<file path="src/rtl/perceptual_brightness_stepper_core_assert.svh">
// Assertion macros shared by the brightness stepper RTL modules.
// Depends on nothing; each macro expects i_clk and i_rst_n in scope.
`ifndef PERCEPTUAL_BRIGHTNESS_STEPPER_CORE_ASSERT_SVH
`define PERCEPTUAL_BRIGHTNESS_STEPPER_CORE_ASSERT_SVH

// Same-cycle implication, checked outside reset.
`define PBS_ASSERT_IMP(label, ante, cons) \
    label: assert property (@(posedge i_clk) disable iff (!i_rst_n) (ante) |-> (cons)) \
        else $error("pbs assertion failed");

// Next-cycle implication, checked outside reset.
`define PBS_ASSERT_NXT(label, ante, cons) \
    label: assert property (@(posedge i_clk) disable iff (!i_rst_n) (ante) |=> (cons)) \
        else $error("pbs assertion failed");

`endif

</file>
<file path="src/rtl/pbs_pkg.sv">
// Package of the brightness stepper: widths, curve factor table, microcode types and program.
// Depends on nothing; used by pbs_seq, pbs_datapath and the top level.
`default_nettype none

package pbs_pkg;

    localparam int TableLen = 11;
    localparam int AddrW    = (TableLen > 1) ? $clog2(TableLen) : 1;
    localparam int LevelW   = 24;
    localparam int StepInW  = 8;
    localparam int IdxW     = 6;
    localparam int FactorW  = 25;
    localparam int ProdW    = FactorW + LevelW;
    localparam int SumW     = 10;
    localparam int DataW    = 32;
    localparam int StepW    = 3;
    localparam int ProgLen  = 6;

    localparam logic [127:0] Span     = 128'(TableLen - 1);
    localparam logic [127:0] DenLin2  = 128'(2) * 128'(9023) * Span;
    localparam logic [127:0] DenCubB  = 128'(116) * Span;
    localparam logic [127:0] DenCub2  = 128'(2) * DenCubB * DenCubB * DenCubB;
    localparam logic [127:0] Q24One   = 128'(1) << 24;
    localparam logic [ProdW-1:0] RoundHalf = ProdW'(1) << 23;

    typedef logic [FactorW-1:0] t_factor_tab [TableLen];

    function automatic logic [FactorW-1:0] curve_factor(int unsigned i);
        logic [127:0] a;
        logic [127:0] num;
        logic [127:0] res;
        if (128'(100) * 128'(i) < 128'(9) * Span) begin
            num = 128'(1000) * 128'(i) * Q24One;
            res = (128'(2) * num + DenLin2 / 128'(2)) / DenLin2;
        end else begin
            a   = 128'(100) * 128'(i) + 128'(16) * Span;
            num = a * a * a * Q24One;
            res = (128'(2) * num + DenCub2 / 128'(2)) / DenCub2;
        end
        return res[FactorW-1:0];
    endfunction

    function automatic t_factor_tab build_table();
        t_factor_tab tab;
        for (int unsigned k = 0; k < TableLen; k++) begin
            tab[k] = curve_factor(k);
        end
        return tab;
    endfunction

    localparam t_factor_tab CurveTable = build_table();

    typedef logic [StepW-1:0] t_pc;

    typedef enum logic [2:0] {
        OP_WAIT,
        OP_MUL,
        OP_SCAN,
        OP_TARGET,
        OP_EMIT
    } t_op;

    typedef enum logic [2:0] {
        C_NEXT,
        C_GOTO,
        C_MORE,
        C_WAIT_IN,
        C_WAIT_OUT
    } t_cond;

    typedef struct packed {
        t_op   op;
        t_cond cond;
        t_pc   target;
    } t_ctrl;

    typedef struct packed {
        logic in_fire;
        logic scan_more;
        logic out_free;
    } t_status;

    localparam t_pc PcIdle    = t_pc'(0);
    localparam t_pc PcScanMul = t_pc'(1);

    typedef t_ctrl t_prog [ProgLen];

    localparam t_prog Microcode = '{
        '{OP_WAIT,   C_WAIT_IN,  PcIdle},
        '{OP_MUL,    C_NEXT,     PcIdle},
        '{OP_SCAN,   C_MORE,     PcScanMul},
        '{OP_TARGET, C_NEXT,     PcIdle},
        '{OP_MUL,    C_NEXT,     PcIdle},
        '{OP_EMIT,   C_WAIT_OUT, PcIdle}
    };

endpackage

`default_nettype wire

</file>
<file path="src/rtl/pbs_seq.sv">
// Microcode sequencer: step counter, program table read and conditional jumps.
// Depends on pbs_pkg and the assertion macro header.
`default_nettype none
`include "perceptual_brightness_stepper_core_assert.svh"

module pbs_seq (
    input  wire logic             i_clk,
    input  wire logic             i_rst_n,
    input  wire pbs_pkg::t_status i_status,
    output pbs_pkg::t_ctrl        o_ctrl
);

    pbs_pkg::t_pc   r_pc;
    pbs_pkg::t_pc   n_pc;
    pbs_pkg::t_ctrl w_ctrl;

    always_comb begin
        if (r_pc <= pbs_pkg::t_pc'(pbs_pkg::ProgLen - 1)) begin
            w_ctrl = pbs_pkg::Microcode[r_pc];
        end else begin
            w_ctrl = pbs_pkg::Microcode[pbs_pkg::PcIdle];
        end
    end

    always_comb begin
        unique case (w_ctrl.cond)
            pbs_pkg::C_NEXT:     n_pc = r_pc + pbs_pkg::t_pc'(1);
            pbs_pkg::C_GOTO:     n_pc = w_ctrl.target;
            pbs_pkg::C_MORE:     n_pc = i_status.scan_more ? w_ctrl.target
                                                           : r_pc + pbs_pkg::t_pc'(1);
            pbs_pkg::C_WAIT_IN:  n_pc = i_status.in_fire ? r_pc + pbs_pkg::t_pc'(1) : r_pc;
            pbs_pkg::C_WAIT_OUT: n_pc = i_status.out_free ? w_ctrl.target : r_pc;
            default:             n_pc = pbs_pkg::PcIdle;
        endcase
    end

    always_ff @(posedge i_clk) begin
        if (!i_rst_n) begin
            r_pc <= pbs_pkg::PcIdle;
        end else begin
            r_pc <= n_pc;
        end
    end

    assign o_ctrl = w_ctrl;

    `PBS_ASSERT_IMP(a_pc_range, 1'b1, r_pc <= pbs_pkg::t_pc'(pbs_pkg::ProgLen - 1))
    `PBS_ASSERT_NXT(a_wait_holds, (w_ctrl.cond == pbs_pkg::C_WAIT_IN) && !i_status.in_fire,
        $stable(r_pc))
    `PBS_ASSERT_NXT(a_scan_loops, (w_ctrl.cond == pbs_pkg::C_MORE) && i_status.scan_more,
        r_pc == pbs_pkg::PcScanMul)

endmodule

`default_nettype wire

</file>
<file path="src/rtl/pbs_datapath.sv">
// Datapath of the brightness stepper: curve multiply, nearest-level scan, clamp and output register.
// Depends on pbs_pkg and the assertion macro header; driven by pbs_seq.
`default_nettype none
`include "perceptual_brightness_stepper_core_assert.svh"

module pbs_datapath (
    input  wire logic                        i_clk,
    input  wire logic                        i_rst_n,
    input  wire pbs_pkg::t_ctrl              i_ctrl,
    input  wire logic                        i_cfg_valid,
    input  wire logic [pbs_pkg::LevelW-1:0]  i_cfg_data,
    input  wire logic                        i_in_valid,
    input  wire logic [pbs_pkg::DataW-1:0]   i_in_data,
    input  wire logic                        i_out_ready,
    output logic                             o_out_valid,
    output logic [pbs_pkg::DataW-1:0]        o_out_data,
    output pbs_pkg::t_status                 o_status
);

    localparam logic [pbs_pkg::AddrW-1:0] Last = pbs_pkg::AddrW'(pbs_pkg::TableLen - 1);

    logic [pbs_pkg::LevelW-1:0]         r_max;
    logic [pbs_pkg::LevelW-1:0]         r_cur;
    logic signed [pbs_pkg::StepInW-1:0] r_step;
    logic [pbs_pkg::AddrW-1:0]          r_addr;
    logic [pbs_pkg::AddrW-1:0]          r_idx;
    logic [pbs_pkg::LevelW-1:0]         r_diff;
    logic                               r_first;
    logic [pbs_pkg::ProdW-1:0]          r_prod;
    logic                               r_out_valid;
    logic [pbs_pkg::LevelW-1:0]         r_out_level;
    logic [pbs_pkg::IdxW-1:0]           r_out_index;

    logic                               w_in_fire;
    logic                               w_out_free;
    logic [pbs_pkg::FactorW-1:0]        w_factor;
    logic [pbs_pkg::LevelW:0]           w_raw;
    logic [pbs_pkg::LevelW-1:0]         w_level;
    logic [pbs_pkg::LevelW-1:0]         w_dist;
    logic                               w_better;
    logic                               w_more;
    logic signed [pbs_pkg::SumW-1:0]    w_sum;
    logic [pbs_pkg::AddrW-1:0]          w_target;

    assign w_in_fire  = i_in_valid && (i_ctrl.op == pbs_pkg::OP_WAIT);
    assign w_out_free = !r_out_valid || i_out_ready;

    assign w_factor = pbs_pkg::CurveTable[r_addr];
    assign w_raw    = r_prod[pbs_pkg::ProdW-1:24];
    assign w_level  = (w_raw > {1'b0, r_max}) ? r_max : w_raw[pbs_pkg::LevelW-1:0];
    assign w_dist   = (r_cur >= w_level) ? (r_cur - w_level) : (w_level - r_cur);
    assign w_better = r_first || (r_diff > w_dist);
    assign w_more   = w_better && (r_addr != Last);

    assign w_sum = $signed({{(pbs_pkg::SumW - pbs_pkg::AddrW){1'b0}}, r_idx})
                 + $signed({{(pbs_pkg::SumW - pbs_pkg::StepInW){r_step[pbs_pkg::StepInW-1]}},
                            r_step});

    always_comb begin
        priority if (w_sum[pbs_pkg::SumW-1]) begin
            w_target = '0;
        end else if (w_sum > $signed(pbs_pkg::SumW'(pbs_pkg::TableLen - 1))) begin
            w_target = Last;
        end else begin
            w_target = w_sum[pbs_pkg::AddrW-1:0];
        end
    end

    always_ff @(posedge i_clk) begin
        if (!i_rst_n) begin
            r_max       <= '0;
            r_addr      <= '0;
            r_idx       <= '0;
            r_first     <= 1'b1;
            r_out_valid <= 1'b0;
        end else begin
            if (i_cfg_valid) begin
                r_max <= i_cfg_data;
            end
            if ((i_ctrl.op == pbs_pkg::OP_EMIT) && w_out_free) begin
                r_out_valid <= 1'b1;
            end else if (r_out_valid && i_out_ready) begin
                r_out_valid <= 1'b0;
            end
            unique case (i_ctrl.op)
                pbs_pkg::OP_WAIT: begin
                    if (w_in_fire) begin
                        r_cur   <= i_in_data[pbs_pkg::LevelW-1:0];
                        r_step  <= i_in_data[pbs_pkg::LevelW +: pbs_pkg::StepInW];
                        r_addr  <= '0;
                        r_idx   <= '0;
                        r_first <= 1'b1;
                    end
                end
                pbs_pkg::OP_MUL: begin
                    r_prod <= {{pbs_pkg::LevelW{1'b0}}, w_factor}
                            * {{pbs_pkg::FactorW{1'b0}}, r_max} + pbs_pkg::RoundHalf;
                end
                pbs_pkg::OP_SCAN: begin
                    if (w_better) begin
                        r_idx   <= r_addr;
                        r_diff  <= w_dist;
                        r_first <= 1'b0;
                    end
                    if (w_more) begin
                        r_addr <= r_addr + pbs_pkg::AddrW'(1);
                    end
                end
                pbs_pkg::OP_TARGET: begin
                    r_addr <= w_target;
                end
                pbs_pkg::OP_EMIT: begin
                    if (w_out_free) begin
                        r_out_level <= w_level;
                        r_out_index <= pbs_pkg::IdxW'(r_addr);
                    end
                end
                default: begin
                end
            endcase
        end
    end

    assign o_out_valid        = r_out_valid;
    assign o_out_data         = {{(pbs_pkg::DataW - pbs_pkg::LevelW - pbs_pkg::IdxW){1'b0}},
                                 r_out_index, r_out_level};
    assign o_status.in_fire   = w_in_fire;
    assign o_status.scan_more = w_more;
    assign o_status.out_free  = w_out_free;

    `PBS_ASSERT_IMP(a_addr_range, 1'b1, r_addr <= Last)
    `PBS_ASSERT_IMP(a_idx_range, 1'b1, r_idx <= Last)
    `PBS_ASSERT_IMP(a_out_index_range, r_out_valid,
        r_out_index <= pbs_pkg::IdxW'(pbs_pkg::TableLen - 1))

endmodule

`default_nettype wire

</file>
<file path="src/rtl/perceptual_brightness_stepper_core.sv">
// Top level of the perceptual brightness stepper: sequencer and datapath.
// Depends on pbs_pkg, pbs_seq and pbs_datapath.
//
// Use: write max_level on the configuration channel (always ready) while the block is idle.
// Each request on s_axis carries current_level in bits 23:0 and a signed step in bits 31:24.
// The block finds the nearest curve level by scanning from level 0, moves by the step with
// saturation at both ends, and returns the level value in m_axis bits 23:0 and its index in
// bits 29:24. One request gives exactly one result.
// Steps: for each scanned level the sequencer runs a factor multiply, then a compare; after
// the scan it sets the target, multiplies for its level and loads the output register, the
// scan visiting 2 to TableLen levels. From the emit step the program goes back to its
// waiting step, so a new request is taken only after the last one has reached the output
// register. One request is in work at a time; s_axis_tready is high only while the program
// waits for a request.
// Reset clears max_level to zero, empties the output register and returns the program to
// its waiting step. A finished result sits in the output register; a new request is taken
// while it waits, and if the receiver still stalls when the next result is ready, the
// program holds at its emit step until the output register is free.
`default_nettype none

module perceptual_brightness_stepper_core (
    input  wire logic                       i_clk,
    input  wire logic                       i_rst_n,
    input  wire logic                       i_cfg_valid,
    output logic                            o_cfg_ready,
    input  wire logic [pbs_pkg::LevelW-1:0] i_cfg_data,     // max_level
    input  wire logic                       s_axis_tvalid,
    output logic                            s_axis_tready,
    input  wire logic [pbs_pkg::DataW-1:0]  s_axis_tdata,   // current_level, step
    output logic                            m_axis_tvalid,
    input  wire logic                       m_axis_tready,
    output logic [pbs_pkg::DataW-1:0]       m_axis_tdata    // new_level, level_index, zero pad
);

    pbs_pkg::t_ctrl   w_ctrl;
    pbs_pkg::t_status w_status;

    pbs_seq u_seq (
        .i_clk    (i_clk),
        .i_rst_n  (i_rst_n),
        .i_status (w_status),
        .o_ctrl   (w_ctrl)
    );

    pbs_datapath u_datapath (
        .i_clk       (i_clk),
        .i_rst_n     (i_rst_n),
        .i_ctrl      (w_ctrl),
        .i_cfg_valid (i_cfg_valid),
        .i_cfg_data  (i_cfg_data),
        .i_in_valid  (s_axis_tvalid),
        .i_in_data   (s_axis_tdata),
        .i_out_ready (m_axis_tready),
        .o_out_valid (m_axis_tvalid),
        .o_out_data  (m_axis_tdata),
        .o_status    (w_status)
    );

    assign o_cfg_ready   = 1'b1;
    assign s_axis_tready = (w_ctrl.op == pbs_pkg::OP_WAIT);

endmodule

`default_nettype wire
</file>
<file path="config.mk">
export PLATFORM = sky130hd
export DESIGN_NAME = perceptual_brightness_stepper_core
export DESIGN_NICKNAME = d
export VERILOG_FILES = /design/src/rtl/pbs_pkg.sv /design/src/rtl/pbs_seq.sv /design/src/rtl/pbs_datapath.sv /design/src/rtl/perceptual_brightness_stepper_core.sv
export VERILOG_INCLUDE_DIRS = /design/src /design/src/rtl
export SDC_FILE = /design/constraint.sdc
export NUM_CORES = 2
export LEC_CHECK = 0
export ABC_AREA = 0
export BUFFER_PORTS_ARGS = -buffer_cell sky130_fd_sc_hd__buf_2
export CAP_MARGIN = 5
export CORE_ASPECT_RATIO = 1.25
export CORE_MARGIN = 2
export CORE_UTILIZATION = 60
export CTS_CLUSTER_DIAMETER = 200
export CTS_CLUSTER_SIZE = 20
export DETAILED_ROUTE_END_ITERATION = 16
export GPL_ROUTABILITY_DRIVEN = 0
export PLACE_DENSITY = 0.77
export SLEW_MARGIN = 20
export SYNTH_ARGS = -nofsm -noshare
export SYNTH_HDL_FRONTEND = slang
export SYNTH_SLANG_ARGS = --single-unit
export TNS_END_PERCENT = 5
</file>
<file path="constraint.sdc">
create_clock -name i_clk -period 14.35 [get_ports i_clk]
set_input_delay 0.7175 -clock i_clk [delete_from_list [all_inputs] [get_ports i_clk]]
set_output_delay 0.7175 -clock i_clk [all_outputs]
set_load 0.02 [all_outputs]
</file>
# Word-level counts from Yosys, hierarchy flattened
# Memory sizes are Yosys's and may differ from the RTL's.
# Cells that the tools add are included.
# W data, S select, Z words.
[classes] add_sub_neg=6 multipliers=1 n_lt_le_gt_ge=7 n_eq_ne=14 mux=23 bitwise=2 n_reduce_logical=19
[op_table] operator="$mux W25" count=2
[op_table] operator="$add A49 B24 Y49 const B" count=1
[op_table] operator="$mul A25 B24 Y49" count=1
[op_table] operator="$mux W24" count=2
[op_table] operator="$sub A24 B24 Y24" count=2
[op_table] operator="$mux W9" count=3
[op_table] operator="$gt A25 B24 Y1" count=1
[op_table] operator="$ge A24 B24 Y1" count=1
[op_table] operator="$gt A24 B24 Y1" count=1
[op_table] operator="$mux W4" count=5
[op_table] operator="$pmux W3 S5" count=1
[op_table] operator="$reduce_and A3 Y1" count=5
[op_table] operator="$eq A3 B2 Y1 const B" count=4
[op_table] operator="$pmux W4 S3" count=1
[op_table] operator="$gt A10 B5 Y1 const B" count=1
[op_table] operator="$ne A2 B1 Y1 const B" count=5
[op_table] operator="$add A5 B8 Y9" count=1
[op_table] operator="$mux W3" count=3
[op_table] operator="$pmux W4 S2" count=1
[op_table] operator="$eq A3 B1 Y1 const B" count=2
[op_table] operator="$eq A3 B3 Y1 const B" count=2
[op_table] operator="$logic_not A3 Y1" count=2
[op_table] operator="$ge A5 B5 Y1 const B" count=1
[op_table] operator="$not A4 Y5" count=1
[op_table] operator="other kinds (14)" count=23
[word_totals] register_bits=170 rom_bits=472 inputBits=61 elab_cells=86 n_memories=2
[memory_table] name="(name not given)" depth=16 width=25 rd=1 rd_ports_with_merged_regs=0 write_ports=0 line_no="pbs_datapath.sv:48" text="assign w_factor = pbs_pkg::CurveTable[r_addr];"
[memory_table] name="(name not given)" depth=8 width=9 rd=1 rd_ports_with_merged_regs=0 write_ports=0 line_no="pbs_seq.sv:19" text="w_ctrl = pbs_pkg::Microcode[r_pc];"

# Depth between registers and ports, before layout
[logic_depth] depth_word=9 mapped_depth=36 depth_no_buf=32

# Modules after synthesis
# A second synthesis with hierarchy kept.
[hier_totals] cells_unflattened=3150 area_unflattened_um2=29009.1
[modules_own_cells] mod="pbs_datapath" instances=1 cells_per_inst=3095 area_per_inst_um2=28556.1 seq_area_each_um2=3953.8
[modules_own_cells] mod="pbs_seq" instances=1 cells_per_inst=52 area_per_inst_um2=431.7 seq_area_each_um2=60.1
[modules_own_cells] mod="perceptual_brightness_stepper_core" instances=1 cells_per_inst=3 area_per_inst_um2=21.3 seq_area_each_um2=0.0

# Worst setup path before layout
# OpenSTA, ideal clock, no wires.
[synth_path] path_kind="register to register" startpoint="register u_datapath.r_addr[1] in the netlist's numbering" endpoint="register u_datapath.r_prod[46] in the netlist's numbering, data pin" setup_time_ns=0.266 t_arrival_ns=8.005 t_required_ns=14.084 slack_ns=6.079 stages_incl_launch_ff=32 synth_period_minus_slack_ns=8.271 path_cell_list="dfxtp_1 -> inv_1 -> clkbuf_1 -> clkbuf_1 -> ha_1 -> clkbuf_1 -> a21oi_1 -> nor2_1 -> clkbuf_1 -> nand2_1 -> fa_1 -> inv_1 -> fa_1 -> inv_1 -> fa_1 -> inv_1 -> fa_1 -> inv_1 -> fa_1 -> fa_1 -> inv_1 -> fa_1 -> ha_1 -> nand4_2 -> nor4_1 -> o211ai_1 -> o211ai_2 -> o2111ai_2 -> a21oi_4 -> a311oi_1 -> nor3_1 -> xor2_1"
[synth_between] elab_chain_cells=6
[synth_rtl] element="from (decl)" line_no="pbs_datapath.sv:25" text="logic [pbs_pkg::AddrW-1:0] r_addr;"
[synth_rtl] element="from (signal assigned)" line_no="pbs_datapath.sv:106" text="r_addr <= r_addr + pbs_pkg::AddrW'(1);"
[synth_rtl] element="from (signal assigned)" line_no="pbs_datapath.sv:110" text="r_addr <= w_target;"
[synth_rtl] element="$not A4 Y5 (implied by the code)" line_no="pbs_datapath.sv:48"
[synth_rtl] element="$mem_v2 Z16 W25"
[synth_rtl] element="$mux W25 (implied by the code) (2 in series)" line_no="pbs_datapath.sv:48"
[synth_rtl] element="$mul A25 B24 Y49" line_no="pbs_datapath.sv:97" text="* {{pbs_pkg::FactorW{1'b0}}, r_max} + pbs_pkg::RoundHalf;"
[synth_rtl] element="$add A49 B24 Y49" line_no="pbs_datapath.sv:97"
[synth_rtl] element="to (signal assigned)" line_no="pbs_datapath.sv:96" text="r_prod <= {{pbs_pkg::LevelW{1'b0}}, w_factor}"
[synth_rtl] element="to (decl)" line_no="pbs_datapath.sv:29" text="logic [pbs_pkg::ProdW-1:0] r_prod;"
# Every way passes these cells. The select of a mux whose other input is x is not followed.
# A chain may end at the register's enable or synchronous reset.

# Worst setup path in the final report
# Same ends and word-level chain as after synthesis.

==> metrics.md <==
| Metric | Value |
|---|---|
| Status | complete, no violations |
| Hold buffer count at cts | 0 |
| Initial Util | 0.607 |
| Cells on worst reg2reg path | 29 |
| Worst hold path depth | 1 |
| Synthesized instance count | 3071 |
| Slew Viols, Final | 0 |
| Setup_tns | 0 ns |
| Clock Sinks | 146 |
| Capture point of the worst reg-to-reg path | u_datapath.r_prod[46] |
| Switching power | slightly above 1 mW |
| Clock power frac | 0.189 |
| Fin worst setup slack | around 4.5 ns |
| Via/cell ratio | between 6 and 7 |
| Clk_skew | roughly 0.011 ns |
| Arrival time worst endpoint | around 10 ns |
| Pwr/cell area | around 77 mW/mm^2 |
| Worst Path Required | 14.53 ns |
| Die span in x | 199 um |
| Max stage delay cell, worst path | and2_1 |
| Worst skew pair latency | between 0.4 and 0.5 ns |
| Number of antenna violations at the first check in global routing | 1 |
| Crit Reg-Reg Startpoint | u_datapath.r_addr[1] |
| Clock transition at path regs | roughly 0.060 ns |
| FMAX | about 100 MHz |
| Core ar. | between 0.04 and 0.05 sq mm |
| Gr usage total | 0.347 |
| Post-CTS setup repair buffer count | 0 |
| Tcrit/Tclk final | 0.683 |
| Min-delay worst type | input port to flip-flop |
| Row cnt | 89 |
| Routed Antenna Nets | 0 |
| Yosys warning count | 0 |
| Largest area contributor in the netlist | fa_1 |
| Crit path time final | 9.80 ns |
| Pre-CTS setup slack | roughly 4.8 ns |
| Worst Path Max Fanout | 25 |
| Most frequent CP cell | fa_1 |
| Num CTS Buffers | 17 |
| DP HPWL | between 60000 and 70000 um |
| DR vias | around 23k |
| Largest net degree at the start of global routing | 49 |
| Top cell type's share of synthesized area | 0.354 |
| DRT iter0 DRCs | around 2.1k |
| Sequential share of the synthesized area | 0.140 |
| Port buffer count | 90 |
| Avg Cell Area, Syn | 9.31 sq um |
| Post-synth EDFFs | roughly 110 |
| Power, Total | around 2.3 mW |
| Pint | 1.30 mW |
| Hold_sp | s_axis_tdata[20] |
| R2R Setup Slk | 4.55 ns |
| Mapped cell area | 0.0286 sq mm |
| Total gr overflow | 0 |
| First-pass GRT wire length | roughly 130000 um |
| Clock tree from TritonCTS | yes |
| Combinational share of power | 0.549 |
| # Max-Cap Violations | 0 |
| Worst Setup End Kind | flip-flop |
| Leakage dissipation | ~14 nW |
| Crit-path max cell delay | 0.67 ns |
| Fraction of registers with async set/reset | 0 |
| Top_reg_cell synth | edfxtp_1 |
| Die Ht | roughly 250 um |
| H-tree Lvls | 4 |
| Final setup vio count | 0 |
| Slew @ Worst Pin | 1.10 ns |
| Hold path endpoint | u_datapath.r_cur[20] |
| Pre-Repair DR Iteration Count | 9 |
| Yosys cell types | 86 |
| Die ar. | about 0.049 sq mm |
| CP Launch Type | flip-flop |
| Layout net count | roughly 3.9k |
| Post-CTS Resized | 0 |
| Antenna Cells | 0 |
| Sw Share | 0.437 |
| Final Hold Viols | 0 |
| Layout cell share with drive strength beyond 1 | 0.0750 |
| Slew HR | 0.265 |
| Sequential share of power | 0.262 |
| Clock Path Buffers | 2 |
| #FFs+latches synth | about 150 |
| Peak supply drop | a little under 80 uV |
| Vias in the first global route | approximately 24k |
| Largest cells by area after synthesis | fa_1 (35%), ha_1 (13%), edfxtp_1 (11%), inv_1 (8.1%), nand2_1 (5.7%) |
| Root buffer cell | clkbuf_16 |
| # fillers | ~3.7k |
| Top Ports | between 90 and 100 |
| Area delta synth->final | 5.73% |
| Setup CP Type | flip-flop to flip-flop |
| Routed len/inst | roughly 22 um |
| Post-Route WL | roughly 83000 um |
| Remaining DRCs | 0 |
| Setup repair after global routing missed its margin | false |
[logic make-up after synthesis]
kind of cell             synth area share
other                            0.000263
adder cells (fa/ha/maj)             0.486
XOR/XNOR                           0.0181
AO/OA/AOI/OAI                      0.0816
flip-flops                          0.140
multiplexers                       0.0312
buffers and inverters               0.105
AND/OR/NAND/NOR                     0.138
[worst max path at each step]
stage                                    start                    end  slack, ns  depth (start not counted)
after global routing      u_datapath.r_addr[1]  u_datapath.r_prod[46]       4.06                         29
after floorplan           u_datapath.r_addr[1]  u_datapath.r_prod[46]       6.08                         31
after detailed placement  u_datapath.r_addr[1]  u_datapath.r_prod[46]       4.80                         29
after CTS                 u_datapath.r_addr[1]  u_datapath.r_prod[46]       4.74                         29
after global placement    u_datapath.r_addr[1]  u_datapath.r_prod[46]       5.08                         30
final                     u_datapath.r_addr[1]  u_datapath.r_prod[46]       4.55                         29
[synth_stat cells, types with 46 or more instances]
master,count
a21o_1,67
a21oi_1,101
and2_1,117
clkbuf_1,125
edfxtp_1,109
fa_1,506
ha_1,301
inv_1,618
mux2i_1,61
nand2_1,431
nor2_1,93
nor3_1,64
o21ai_0,46
[power groups by stage]
stage | Clock (mW) | Combinational [mW] | Sequential [mW]
after global placement | 0 | 1.18 | 0.609
final | 0.437 | 1.27 | 0.607
after CTS | 0.439 | 1.24 | 0.604
after detailed placement | 0 | 1.23 | 0.611
after global routing | 0.455 | 1.38 | 0.610
after floorplan | 0 | 0.935 | 0.593
[cell type report]
cell class	instances	area, sq um	share of cell area
multi-input combinational	2148	21700	0.716
sequential	146	4010	0.133
inverter	622	2330	0.0772
timing repair buffer	144	856	0.0283
tap	637	797	0.0264
clock buffer	23	490	0.0162
clock inverter	9	78.8	0.00261
[flip-flops by register name, indices dropped and copies added, names as in the netlist, 4 cells and up]
register	cells
u_datapath.r_out_level	24
u_datapath.r_prod	25
u_datapath.r_step	8
u_datapath.r_idx	4
u_datapath.r_out_index	4
u_datapath.r_addr	4
u_datapath.r_diff	24
u_datapath.r_max	24
u_datapath.r_cur	24
[cell usage in the layout (no fill, tap or decap), types with 16 or more instances in the layout]
cell type	instances
buf_2	90
dfxtp_1	37
mux2_2	25
mux2i_1	61
edfxtp_1	109
fa_1	506
nand4_1	23
nor2_1	91
clkbuf_16	19
xnor2_1	41
a21oi_1	97
a21o_1	67
inv_1	618
ha_1	301
nand2_1	431
nand3_1	20
nor2b_1	40
and2_1	117
o21ai_0	45
and3_1	16
xor2_1	18
nor3_1	63
buf_4	54
[worst max-delay path, delay by kind of cell (launching register included)]
kind,cells,cell delay [ns]
and+or+nand+nor,5,1.68
adders and majority gates,9,4.42
AOI/OAI and AO/OA,6,1.50
xor gates and xnor gates,1,0.11
buffers and inverters,8,1.50
DFF,1,0.30
[layer usage]
metal / part of all wire / track usage / up-vias
met5: 0 / 0 / -
met4: 0.071 / 0.207 / 0
met3: 0.11 / 0.0642 / 394
met2: 0.48 / 0.586 / 1468
met1: 0.35 / 0.414 / 11100
li1: - / - / 9628
[per-stage QoR]
step	utilization	cells	instance area [sq um]	hold slack [ns]
finish	0.642	3729	30200	0.451
detailed placement	0.630	3697	29700	0.526
global placement	0.630	3697	29700	0.510
global route	0.642	3729	30200	0.445
CTS	0.642	3729	30200	0.439
floorplan	-	3074	28600	0.403
Power figures use the tool's default switching activity.
